File: src/hw/rtl/adsr_pkg.sv
// shared types and constants for the envelope generator
// no dependencies; imported by every module of the block
package adsr_pkg;

	// fixed point widths: level Q1.24, factors Q0.16
	localparam int unsigned LevelW  = 25;
	localparam int unsigned FactorW = 16;
	localparam int unsigned ProdW   = LevelW + FactorW;
	localparam int unsigned DacW    = 12;
	localparam int unsigned PhaseW  = 3;
	localparam int unsigned CfgAddrW = 2;

	localparam logic [LevelW-1:0]  FullScale = 25'd16777216;
	localparam logic [LevelW-1:0]  Margin    = 25'd16777;
	localparam logic [FactorW-1:0] DacMax    = 16'd4095;

	// phase codes
	localparam logic [PhaseW-1:0] PhAttack  = 3'd0;
	localparam logic [PhaseW-1:0] PhDecay   = 3'd1;
	localparam logic [PhaseW-1:0] PhSustain = 3'd2;
	localparam logic [PhaseW-1:0] PhRelease = 3'd3;
	localparam logic [PhaseW-1:0] PhStopped = 3'd4;

	// register indexes
	localparam logic [CfgAddrW-1:0] RegAttackStep    = 2'd0;
	localparam logic [CfgAddrW-1:0] RegDecayFactor   = 2'd1;
	localparam logic [CfgAddrW-1:0] RegSustainLevel  = 2'd2;
	localparam logic [CfgAddrW-1:0] RegReleaseFactor = 2'd3;

	// register values as seen by the datapath, sustain already saturated
	typedef struct packed {
		logic [LevelW-1:0]  attack_step;
		logic [FactorW-1:0] decay_factor;
		logic [LevelW-1:0]  sustain;
		logic [FactorW-1:0] release_factor;
	} cfg_t;

endpackage

File: src/hw/rtl/adsr_cfg_regs.sv
// configuration register file for the envelope generator
// depends on adsr_pkg
module adsr_cfg_regs
	import adsr_pkg::*;
(
	input  logic                clk,
	input  logic                arst_n,
	input  logic                cfg_we,
	input  logic [CfgAddrW-1:0] cfg_addr,
	input  logic [LevelW-1:0]   cfg_wdata,
	output cfg_t                cfg
);

	logic [LevelW-1:0]  attack_step_q;
	logic [FactorW-1:0] decay_factor_q;
	logic [LevelW-1:0]  sustain_level_q;
	logic [FactorW-1:0] release_factor_q;

	// register writes
	always_ff @(posedge clk or negedge arst_n) begin
		if (!arst_n) begin
			attack_step_q    <= 25'd218;
			decay_factor_q   <= 16'd65470;
			sustain_level_q  <= 25'd8388608;
			release_factor_q <= 16'd65470;
		end else if (cfg_we) begin
			unique case (cfg_addr)
				RegAttackStep:    attack_step_q    <= cfg_wdata;
				RegDecayFactor:   decay_factor_q   <= cfg_wdata[FactorW-1:0];
				RegSustainLevel:  sustain_level_q  <= cfg_wdata;
				RegReleaseFactor: release_factor_q <= cfg_wdata[FactorW-1:0];
				default: ;
			endcase
		end
	end

	// sustain above full scale is clamped
	always_comb begin
		cfg.attack_step    = attack_step_q;
		cfg.decay_factor   = decay_factor_q;
		cfg.sustain        = (sustain_level_q > FullScale) ? FullScale : sustain_level_q;
		cfg.release_factor = release_factor_q;
	end

endmodule

File: src/hw/rtl/adsr_mul.sv
// shared 25x16 unsigned multiplier with registered product
// depends on adsr_pkg
module adsr_mul
	import adsr_pkg::*;
(
	input  logic               clk,
	input  logic [LevelW-1:0]  a,
	input  logic [FactorW-1:0] b,
	output logic [ProdW-1:0]   prod_q
);

	// one product per cycle, available the cycle after
	always_ff @(posedge clk) begin
		prod_q <= ProdW'(a) * ProdW'(b);
	end

endmodule

File: src/hw/rtl/adsr_envelope_generator_core.sv
// envelope generator top level: sequencer, envelope state and stream ports
// depends on adsr_pkg, adsr_cfg_regs, adsr_mul
//
// Usage:
// - s_axis carries one tick per item, tdata[0] is the gate level.
// - m_axis returns one result per tick: tdata[11:0] dac value,
//   tdata[14:12] phase after the tick (attack, decay, sustain, release, stopped).
// - cfg_we/cfg_addr/cfg_wdata write the four registers; write them only
//   while no tick is in flight.
// - From acceptance to result a tick goes through an attack add step,
//   an optional decay multiply, the sustain/gate step, an optional release
//   multiply and the dac multiply. All multiplies go through the one shared
//   25x16 multiplier, each as a multiply state and then a finish state.
// - s_axis_tready is high only while the sequencer is idle; one tick is
//   worked on at a time, so a new tick is taken only once the last has left it.
// - The result sits in an output register; the next tick is taken while it
//   waits. A stalled receiver holds the sequencer in its final step.
// - Reset puts the level at zero, the phase at stopped, the last gate low and
//   the registers at their defaults.
module adsr_envelope_generator_core
	import adsr_pkg::*;
(
	input  logic                clk,
	input  logic                arst_n,
	// tick input
	input  logic                s_axis_tvalid,
	output logic                s_axis_tready,
	input  logic [7:0]          s_axis_tdata,   // [0] gate_level, [7:1] zero
	// result output
	output logic                m_axis_tvalid,
	input  logic                m_axis_tready,
	output logic [15:0]         m_axis_tdata,   // [11:0] dac_value, [14:12] phase, [15] zero
	// configuration
	input  logic                cfg_we,
	input  logic [CfgAddrW-1:0] cfg_addr,
	input  logic [LevelW-1:0]   cfg_wdata
);

	localparam logic [3:0] SIdle    = 4'd0;
	localparam logic [3:0] SAttack  = 4'd1;
	localparam logic [3:0] SDecMul  = 4'd2;
	localparam logic [3:0] SDecFin  = 4'd3;
	localparam logic [3:0] SSustain = 4'd4;
	localparam logic [3:0] SRelMul  = 4'd5;
	localparam logic [3:0] SRelFin  = 4'd6;
	localparam logic [3:0] SDacMul  = 4'd7;
	localparam logic [3:0] SDacFin  = 4'd8;

	cfg_t cfg;

	logic [3:0]         state_q;
	logic [LevelW-1:0]  level_q;
	logic [PhaseW-1:0]  phase_q;
	logic               last_gate_q;
	logic               gate_q;
	logic               above_q;
	logic               out_valid_q;
	logic [DacW-1:0]    out_dac_q;
	logic [PhaseW-1:0]  out_phase_q;

	logic [LevelW-1:0]  mul_a;
	logic [FactorW-1:0] mul_b;
	logic [ProdW-1:0]   prod_q;

	logic               in_fire;
	logic               gate_in;
	logic [LevelW:0]    att_sum;
	logic               dec_above;
	logic [LevelW-1:0]  dec_diff;
	logic [LevelW-1:0]  prod_hi;
	logic [LevelW:0]    sus_limit;
	logic [PhaseW-1:0]  sus_phase;
	logic [PhaseW-1:0]  gate_phase;

	adsr_cfg_regs u_cfg (
		.clk       (clk),
		.arst_n    (arst_n),
		.cfg_we    (cfg_we),
		.cfg_addr  (cfg_addr),
		.cfg_wdata (cfg_wdata),
		.cfg       (cfg)
	);

	adsr_mul u_mul (
		.clk    (clk),
		.a      (mul_a),
		.b      (mul_b),
		.prod_q (prod_q)
	);

	assign s_axis_tready = (state_q == SIdle);
	assign in_fire       = s_axis_tvalid && s_axis_tready;
	assign gate_in       = s_axis_tdata[0];

	assign m_axis_tvalid = out_valid_q;
	assign m_axis_tdata  = {1'b0, out_phase_q, out_dac_q};

	// attack add, decay distance and sustain/gate decisions
	always_comb begin
		att_sum   = {1'b0, level_q} + {1'b0, cfg.attack_step};
		dec_above = (level_q >= cfg.sustain);
		dec_diff  = dec_above ? (level_q - cfg.sustain) : (cfg.sustain - level_q);
		prod_hi   = prod_q[ProdW-1:FactorW];
		sus_limit = {1'b0, cfg.sustain} + {1'b0, Margin};
		sus_phase = ((phase_q == PhDecay) && ({1'b0, level_q} <= sus_limit)) ?
			PhSustain : phase_q;
		gate_phase = ((sus_phase <= PhSustain) && !gate_q) ? PhRelease : sus_phase;
	end

	// multiplier operand select
	always_comb begin
		mul_a = level_q;
		mul_b = DacMax;
		unique case (state_q)
			SDecMul: begin
				mul_a = dec_diff;
				mul_b = cfg.decay_factor;
			end
			SRelMul: begin
				mul_b = cfg.release_factor;
			end
			default: ;
		endcase
	end

	// tick sequencer
	always_ff @(posedge clk or negedge arst_n) begin
		if (!arst_n) begin
			state_q     <= SIdle;
			level_q     <= '0;
			phase_q     <= PhStopped;
			last_gate_q <= 1'b0;
			gate_q      <= 1'b0;
			above_q     <= 1'b0;
			out_valid_q <= 1'b0;
		end else begin
			// result register: loaded at the final step, cleared when taken
			if (state_q == SDacFin && (!out_valid_q || m_axis_tready)) begin
				out_valid_q <= 1'b1;
			end else if (m_axis_tready) begin
				out_valid_q <= 1'b0;
			end
			unique case (state_q)
				SIdle: begin
					if (in_fire) begin
						gate_q      <= gate_in;
						last_gate_q <= gate_in;
						if (gate_in && !last_gate_q) begin
							phase_q <= PhAttack;
						end
						state_q <= SAttack;
					end
				end
				SAttack: begin
					if (phase_q == PhAttack) begin
						if (att_sum >= {1'b0, FullScale}) begin
							level_q <= FullScale;
							phase_q <= PhDecay;
						end else begin
							level_q <= att_sum[LevelW-1:0];
						end
					end
					state_q <= (phase_q == PhAttack && att_sum >= {1'b0, FullScale}) ||
						phase_q == PhDecay ? SDecMul : SSustain;
				end
				SDecMul: begin
					above_q <= dec_above;
					state_q <= SDecFin;
				end
				SDecFin: begin
					level_q <= above_q ? (cfg.sustain + prod_hi) : (cfg.sustain - prod_hi);
					state_q <= SSustain;
				end
				SSustain: begin
					if (sus_phase == PhSustain) begin
						level_q <= cfg.sustain;
					end
					phase_q <= gate_phase;
					state_q <= (gate_phase == PhRelease) ? SRelMul : SDacMul;
				end
				SRelMul: begin
					state_q <= SRelFin;
				end
				SRelFin: begin
					if (prod_hi <= Margin) begin
						level_q <= '0;
						phase_q <= PhStopped;
					end else begin
						level_q <= prod_hi;
					end
					state_q <= SDacMul;
				end
				SDacMul: begin
					state_q <= SDacFin;
				end
				SDacFin: begin
					if (!out_valid_q || m_axis_tready) begin
						state_q <= SIdle;
					end
				end
				default: begin
					state_q <= SIdle;
				end
			endcase
		end
	end

	// result payload, dac = (level * 4095) >> 24
	always_ff @(posedge clk) begin
		if (state_q == SDacFin && (!out_valid_q || m_axis_tready)) begin
			out_dac_q   <= prod_q[24+DacW-1:24];
			out_phase_q <= (phase_q > PhStopped) ? PhStopped : phase_q;
		end
	end

endmodule

File: config.mk
export PLATFORM = sky130hd
export DESIGN_NAME = adsr_envelope_generator_core
export DESIGN_NICKNAME = d
export VERILOG_FILES = /design/src/hw/rtl/adsr_pkg.sv /design/src/hw/rtl/adsr_cfg_regs.sv /design/src/hw/rtl/adsr_mul.sv /design/src/hw/rtl/adsr_envelope_generator_core.sv
export SDC_FILE = /design/constraint.sdc
export NUM_CORES = 2
export LEC_CHECK = 0
export ABC_AREA = 1
export BUFFER_PORTS_ARGS = -buffer_cell sky130_fd_sc_hd__buf_4
export CORE_UTILIZATION = 50
export DETAILED_ROUTE_END_ITERATION = 7
export PLACE_DENSITY = 0.72
export SLEW_MARGIN = 20
export SYNTH_ARGS = -nofsm -noshare
export SYNTH_HDL_FRONTEND = slang
export SYNTH_SLANG_ARGS = --single-unit
File: constraint.sdc
create_clock -name clk -period 7.88 [get_ports clk]
set_input_delay 0.788 -clock clk [delete_from_list [all_inputs] [get_ports clk]]
set_output_delay 0.788 -clock clk [all_outputs]
set_load 0.1 [all_outputs]
### Yosys cells after proc, flatten, opt, wreduce, memory -nomap -nowiden

Index checks and enable logic that the tools add are counted.

* memory bits (read-only): 0
* bits in latches: 0
* output and inout port bits: 18
* bits of input ports: 40
* register bits after elaboration: 173
* memory bits (writable): 0
* memories kept: 0

* mux-type cells: 25
* equal/unequal tests: 21
* shift-type cells: 0
* $lt $le $gt $ge: 7
* add/sub/neg operators: 6
* bitwise gates (word level): 0
* reductions and logical operators: 24
* div/mod/pow operators: 0
* $mul: 1

Operator list (count)
* 2-to-1 mux 25 bit: 8
* case mux 25 bit (4 select lines): 1
* subtractor 25 bit: 3
* multiplier 25 x 16 -> 41 bit: 1
* case mux 4 bit (9 select lines): 1
* case mux 16 bit (2 select lines): 1
* adder 25 x 15 -> 26 bit (second input constant): 1
* adder 25 x 25 -> 26 bit: 1
* >= comparator 26 x 25 -> 1 bit (second input constant): 1
* less-or-equal comparator 25 x 26 -> 1 bit: 1
* adder 25 bit: 1
* >= comparator 25 bit: 1
* greater-than comparator 25 bit (second input constant): 1
* less-or-equal comparator 25 x 15 -> 1 bit (second input constant): 1
* 2-to-1 mux 3 bit: 8
* equality test 4 x 3 -> 1 bit (second input constant): 4
* case mux 3 bit (4 select lines): 1
* AND reduction 2 bit: 6
* equality test 4 x 2 -> 1 bit (second input constant): 2
* 2-to-1 mux 4 bit: 2
* inequality test 2 bit (second input constant): 4
* nonzero test 4 bit: 2
* equality test 3 x 2 -> 1 bit (second input constant): 2
* logical AND 1 bit: 6
* other kinds (18): 24

### Longest topological paths before layout

* depth in word-level cells: 12
* depth in mapped cells: 52

### Modules after synthesis

From an unflattened synthesis, not the netlist that was laid out.

* cells, all modules: 4200
* area, all modules: 29134.2 um^2

Modules (own cells, without submodules)
* adsr_mul: area an instance 14770.4 um^2, instances 1, sequential area each 820.8 um^2, cells each 2006
* adsr_envelope_generator_core: area an instance 10945.5 um^2, instances 1, sequential area each 1327.5 um^2, cells each 1825
* adsr_cfg_regs: area an instance 3418.3 um^2, instances 1, sequential area each 2094.5 um^2, cells each 369

### Worst setup path before layout

Ideal clock, no wire load.

* path kind: reg-to-reg
* start point: reg u_cfg.sustain_level_q[8]
* end point: reg u_mul.prod_q[36]
* path slack: -330 ps
* stages on the path, launching flop included: 49
* path buffers: 2
* data arrival time: 8087 ps
* data required time: 7757 ps
* cell sequence: dfrtp_1 nor2_1 inv_1 nor4_1 nand4_1 nand2_2 inv_4 buf_2 nor2_1 ha_1 inv_1 fa_1 nand2_1 nand2_1 a21oi_1 o21ai_0 a21oi_1 o21bai_1 [... 13 more ...] inv_1 fa_1 inv_1 fa_1 fa_1 inv_1 fa_1 inv_1 ha_1 a21oi_1 inv_1 a21oi_1 nor3_1 nor2_1 nor2_1 a211oi_1 o21ai_1 xor2_1

* cells in the longest elaborated chain, start to end: 6
* elaborated cells between the ends (all ways): 8
* classes of those cells: add/sub: 2; mul: 1; order compare: 2; mux: 3

Ends and longest elaborated chain
* start, declared: RTL line adsr_cfg_regs.sv:16 `logic [LevelW-1:0] sustain_level_q;`
* start signal, assigned: RTL line adsr_cfg_regs.sv:30 `RegSustainLevel: sustain_level_q <= cfg_wdata;`
* greater-than comparator 25 bit: RTL line adsr_cfg_regs.sv:41 `cfg.sustain = (sustain_level_q > FullScale) ? FullScale : sustain_level_q;`
* 2-to-1 mux 25 bit (*): RTL line adsr_cfg_regs.sv:41
* subtractor 25 bit / >= comparator 25 bit (equally long branches): RTL line adsr_envelope_generator_core.sv:102, adsr_envelope_generator_core.sv:101
* 2-to-1 mux 25 bit (*): RTL line adsr_envelope_generator_core.sv:102 `dec_diff = dec_above ? (level_q - cfg.sustain) : (cfg.sustain - level_q);`
* 2-to-1 mux 25 bit (*): RTL line adsr_envelope_generator_core.sv:114 `unique case (state_q)`
* multiplier 25 x 16 -> 41 bit (*): RTL line adsr_mul.sv:14 `prod_q <= ProdW'(a) * ProdW'(b);`
* end signal, assigned: RTL line adsr_mul.sv:14
* end, declared: RTL line adsr_mul.sv:9 `output logic [ProdW-1:0] prod_q`

Mark *: on every way between the ends. The rest lies on a longest branch, timed or not.
A chain may end at the register's enable or synchronous reset.

### Final worst setup path

* start point: reg u_cfg.sustain_level_q[22]
* end point: reg u_mul.prod_q[36]

Same word-level chain as after synthesis.

==> results.md <==
- Outcome: finished, violations left
- Failing checks: setup timing
- Clk root buf: clkbuf_16
- Worst-path clk slew: ~0.07 ns
- Warnings from Yosys: 0
- Avg Cell Area, Syn: 7.44 µm²
- Max_cap viols: 0
- Worst setup path endpoint: u_mul.prod_q[36]
- Drt via density: roughly 5.5
- Die area: roughly 0.054 mm²
- Slew Viols, Final: 0
- Top_reg_cell synth: dfrtp_1
- Final Util: about two thirds
- Crit path launch type: register
- Final hold viol count: 0
- Slowest CP cell: fa_1
- CTS Buf Count: 17
- Crit path time final: 8.82 ns
- Number of synthesized register bits: roughly 160
- First-pass GRT wire length: roughly 150 mm
- Worst reg2reg setup slack: -0.94 ns
- Die Ht: roughly 230 µm
- Worst-skew pair later-pin latency: approximately 0.46 ns
- Crit. Startpoint: u_cfg.sustain_level_q[22]
- CP max stage delay: 0.62 ns
- Storage cell area: a little under 0.004 mm²
- GRT overflow: 0
- Worst slack at placement: -1.03 ns
- WL/cell: slightly above 20 µm
- DR iter-0 viols: approximately 2700
- CTS tree: built
- Area of the mapped netlist: ~0.026 mm²
- Clock Skew: around 0.016 ns
- Period utilization: 112%
- Non-Filler Instances: approximately 4800
- Reg2reg start: u_cfg.sustain_level_q[22]
- # nets final: around 4700
- Area grow syn2layout: 27.7%
- Crit Path Max Fanout: 8
- Routed wire length: 98.5 mm
- Worst EP arrival: a little over 9 ns
- Core area: between 0.05 and 0.06 mm²
- Fmax achieved: roughly 0.11 GHz
- Initial core utilization: approximately 50%
- Num rows: 83
- Dominant cells by area after synthesis: fa_1 (25%), ha_1 (11%), nand2_1 (9.9%), inv_1 (9.9%), dfrtp_1 (7.8%)
- Mapped Cells: ~3500
- Initial antenna violation count: 1
- Number of synthesized flops with an enable pin: 15
- Worst Setup Slack, final: -0.936 ns
- Fillers: about 4300
- Reg2reg end: u_mul.prod_q[36]
- RSZ-0062 raised after global routing: true
- Most used cell, CP: fa_1
- Total GRT Usage: 37.1%
- CTS Sinks: between 150 and 200
- Kind of critical path: reg2reg
- Final setup violation count: 25
- Largest net degree at the start of global routing: 70
- Vias in the first global route: around 26000
- Crit path capture type: register
- Placed Instances: between 4000 and 5000
- Post-CTS Hold Fix Bufs: 0
- Placer Congestion: a little over 1
- Slew Limit Headroom: 30.0%
- Area of the multi-input gates: 0.0207 mm²
- HPWL Detailed: 80.7 mm
- H-tree depth: 4
- Via count: approximately 26000
- Max Root-Sink Buffers: 2
- Layout cells sized above 1: 24.9%
- Net count after synthesis: between 4000 and 5000
- Post-synthesis sequential area ratio: 14.9%
- Port-buffer cells: 49
- Hold/Removal Path Class: in2async
- Share of the synthesized area in the top cell type: between 20 and 25%
- CP required: just over 8 ns
- FFs w/ async S/R, synth: roughly 75%
- Largest area contributor in the netlist: fa_1
- Die W: 231 µm
- # DRC: 0
- Drt first pass iters: 7
- Cell variety after synth: between 60 and 70
- Worst-Margin Slew: roughly 1.0 ns
- I/O Pins: 58
- Worst Reg-to-Reg Cells: 43
- Post-DRT Antenna Nets: 0
layout by cell type (no fill, tap or decap), types with 17 or more instances in the layout:
master     instances
a21oi_2           34
ha_1             192
nor3_1            25
o21ai_0          201
fa_1             317
ha_4              34
nand2_1          653
inv_2             55
clkbuf_16         17
dfrtp_1           82
nor2_4            31
nand4_1           23
xor2_1            70
nand2_2           42
buf_12            19
a21oi_1          181
nor2_2            29
dfstp_2           35
nor2_1           298
xnor2_1           33
nand3_1          122
o21ai_1           25
inv_1            647
buf_4            556
dfxtp_1           25
state kept, by name, indices dropped and copies added, names as in the netlist:
name,flops
m_axis_tvalid,1
out_phase_q,3
level_q,25
out_dac_q,12
above_q,1
phase_q,3
u_mul.prod_q,25
gate_q,1
state_q,4
u_cfg.sustain_level_q,25
u_cfg.release_factor_q,16
u_cfg.attack_step_q,25
u_cfg.decay_factor_q,16
per-layer routing:
layer | track usage, % | part of all wire [%]
met1 | 53.2 | 42
met4 | 14.5 | 4.2
met3 | 8.94 | 12
met2 | 53.5 | 42
met5 | 0 | 0.012
metrics by stage:
step / cell area, µm² / setup TNS [ns] / hold WS, ns
final: 33600 / -19.53 / 0.356
after global routing: 33600 / -25.53 / 0.413
after CTS: 32800 / -15.59 / 0.363
after detailed placement: 31100 / -23.40 / 0.459
after global placement: 31100 / -23.53 / 0.460
after floorplan: 26600 / 0 / 0.432
area by class of cell:
cell class	count	share of cell area (%)
repair buffers	592	14.2
inverters	719	8.14
flip-flops and latches	157	11.7
repair inverters	1	0.0335
well taps	680	2.53
multi-input cells	2569	61.7
diodes	1	0.00745
clock inverters	15	0.454
clock buffers	17	1.27
timing repair:
action	in CTS	in global routing
pin swaps	63	65
endpoints found under the setup margin	25	25
buffers inserted	33	30
resized for setup	189	149
gates cloned	1	0
hold endpoints to repair	0	0
critical path, delay by kind of cell, from the launching register on:
| family | cells | cell delay [ns] |
|---|---|---|
| buffers and inverters | 12 | 1.26 |
| multiplexers | 1 | 0.19 |
| adder cells (fa/ha/maj) | 8 | 3.53 |
| AO/OA/AOI/OAI | 9 | 1.24 |
| AND/OR/NAND/NOR | 11 | 1.78 |
| XOR/XNOR | 2 | 0.27 |
| flip-flops | 1 | 0.39 |
cells by family after synthesis:
group | after synthesis | share of synthesized area [%]
and+or+nand+nor | 1295 | 20.4
adders and majority gates | 559 | 35.8
xor gates and xnor gates | 108 | 3.60
buffers and inverters | 810 | 11.9
AOI/OAI and AO/OA | 601 | 13.0
other | 1 | 0.0143
DFF | 157 | 14.9
muxes | 5 | 0.252
worst min-delay path by stage:
stage	end	slack [ns]	from	depth (start not counted)
6_report	u_cfg.attack_step_q[20]	0.36	arst_n	1
5_1_grt	u_cfg.attack_step_q[19]	0.41	arst_n	1
4_1_cts	u_cfg.attack_step_q[20]	0.36	arst_n	1
3_5_place_dp	state_q[0]	0.46	state_q[3]	1
3_3_place_gp	state_q[0]	0.46	state_q[3]	1
2_1_floorplan	out_dac_q[9]	0.43	u_mul.prod_q[33]	0
synthesized netlist by cell type (all sizes together), types with 3 or more instances:
library cell / instances
fa: 323
o21bai: 6
xnor2: 33
nor4: 18
o21a: 10
o2111ai: 8
clkbuf: 60
nor2: 358
o21ai: 252
nand3b: 3
edfxtp: 15
o211ai: 11
o22ai: 15
nand3: 133
clkinv: 7
ha: 236
o221ai: 16
a21o: 14
nand2: 703
or2: 26
a221oi: 7
mux2i: 5
a211oi: 5
nand4: 23
buf: 31
nor3: 28
dfstp: 35
dfxtp: 25
xor2: 75
a21oi: 220
a31oi: 23
dfrtp: 82
inv: 712
a21boi: 3
o31ai: 4
Power is left out: the tool's default activity adds up to more than one toggle a clock period on the data nets, which glitch-free logic cannot reach.
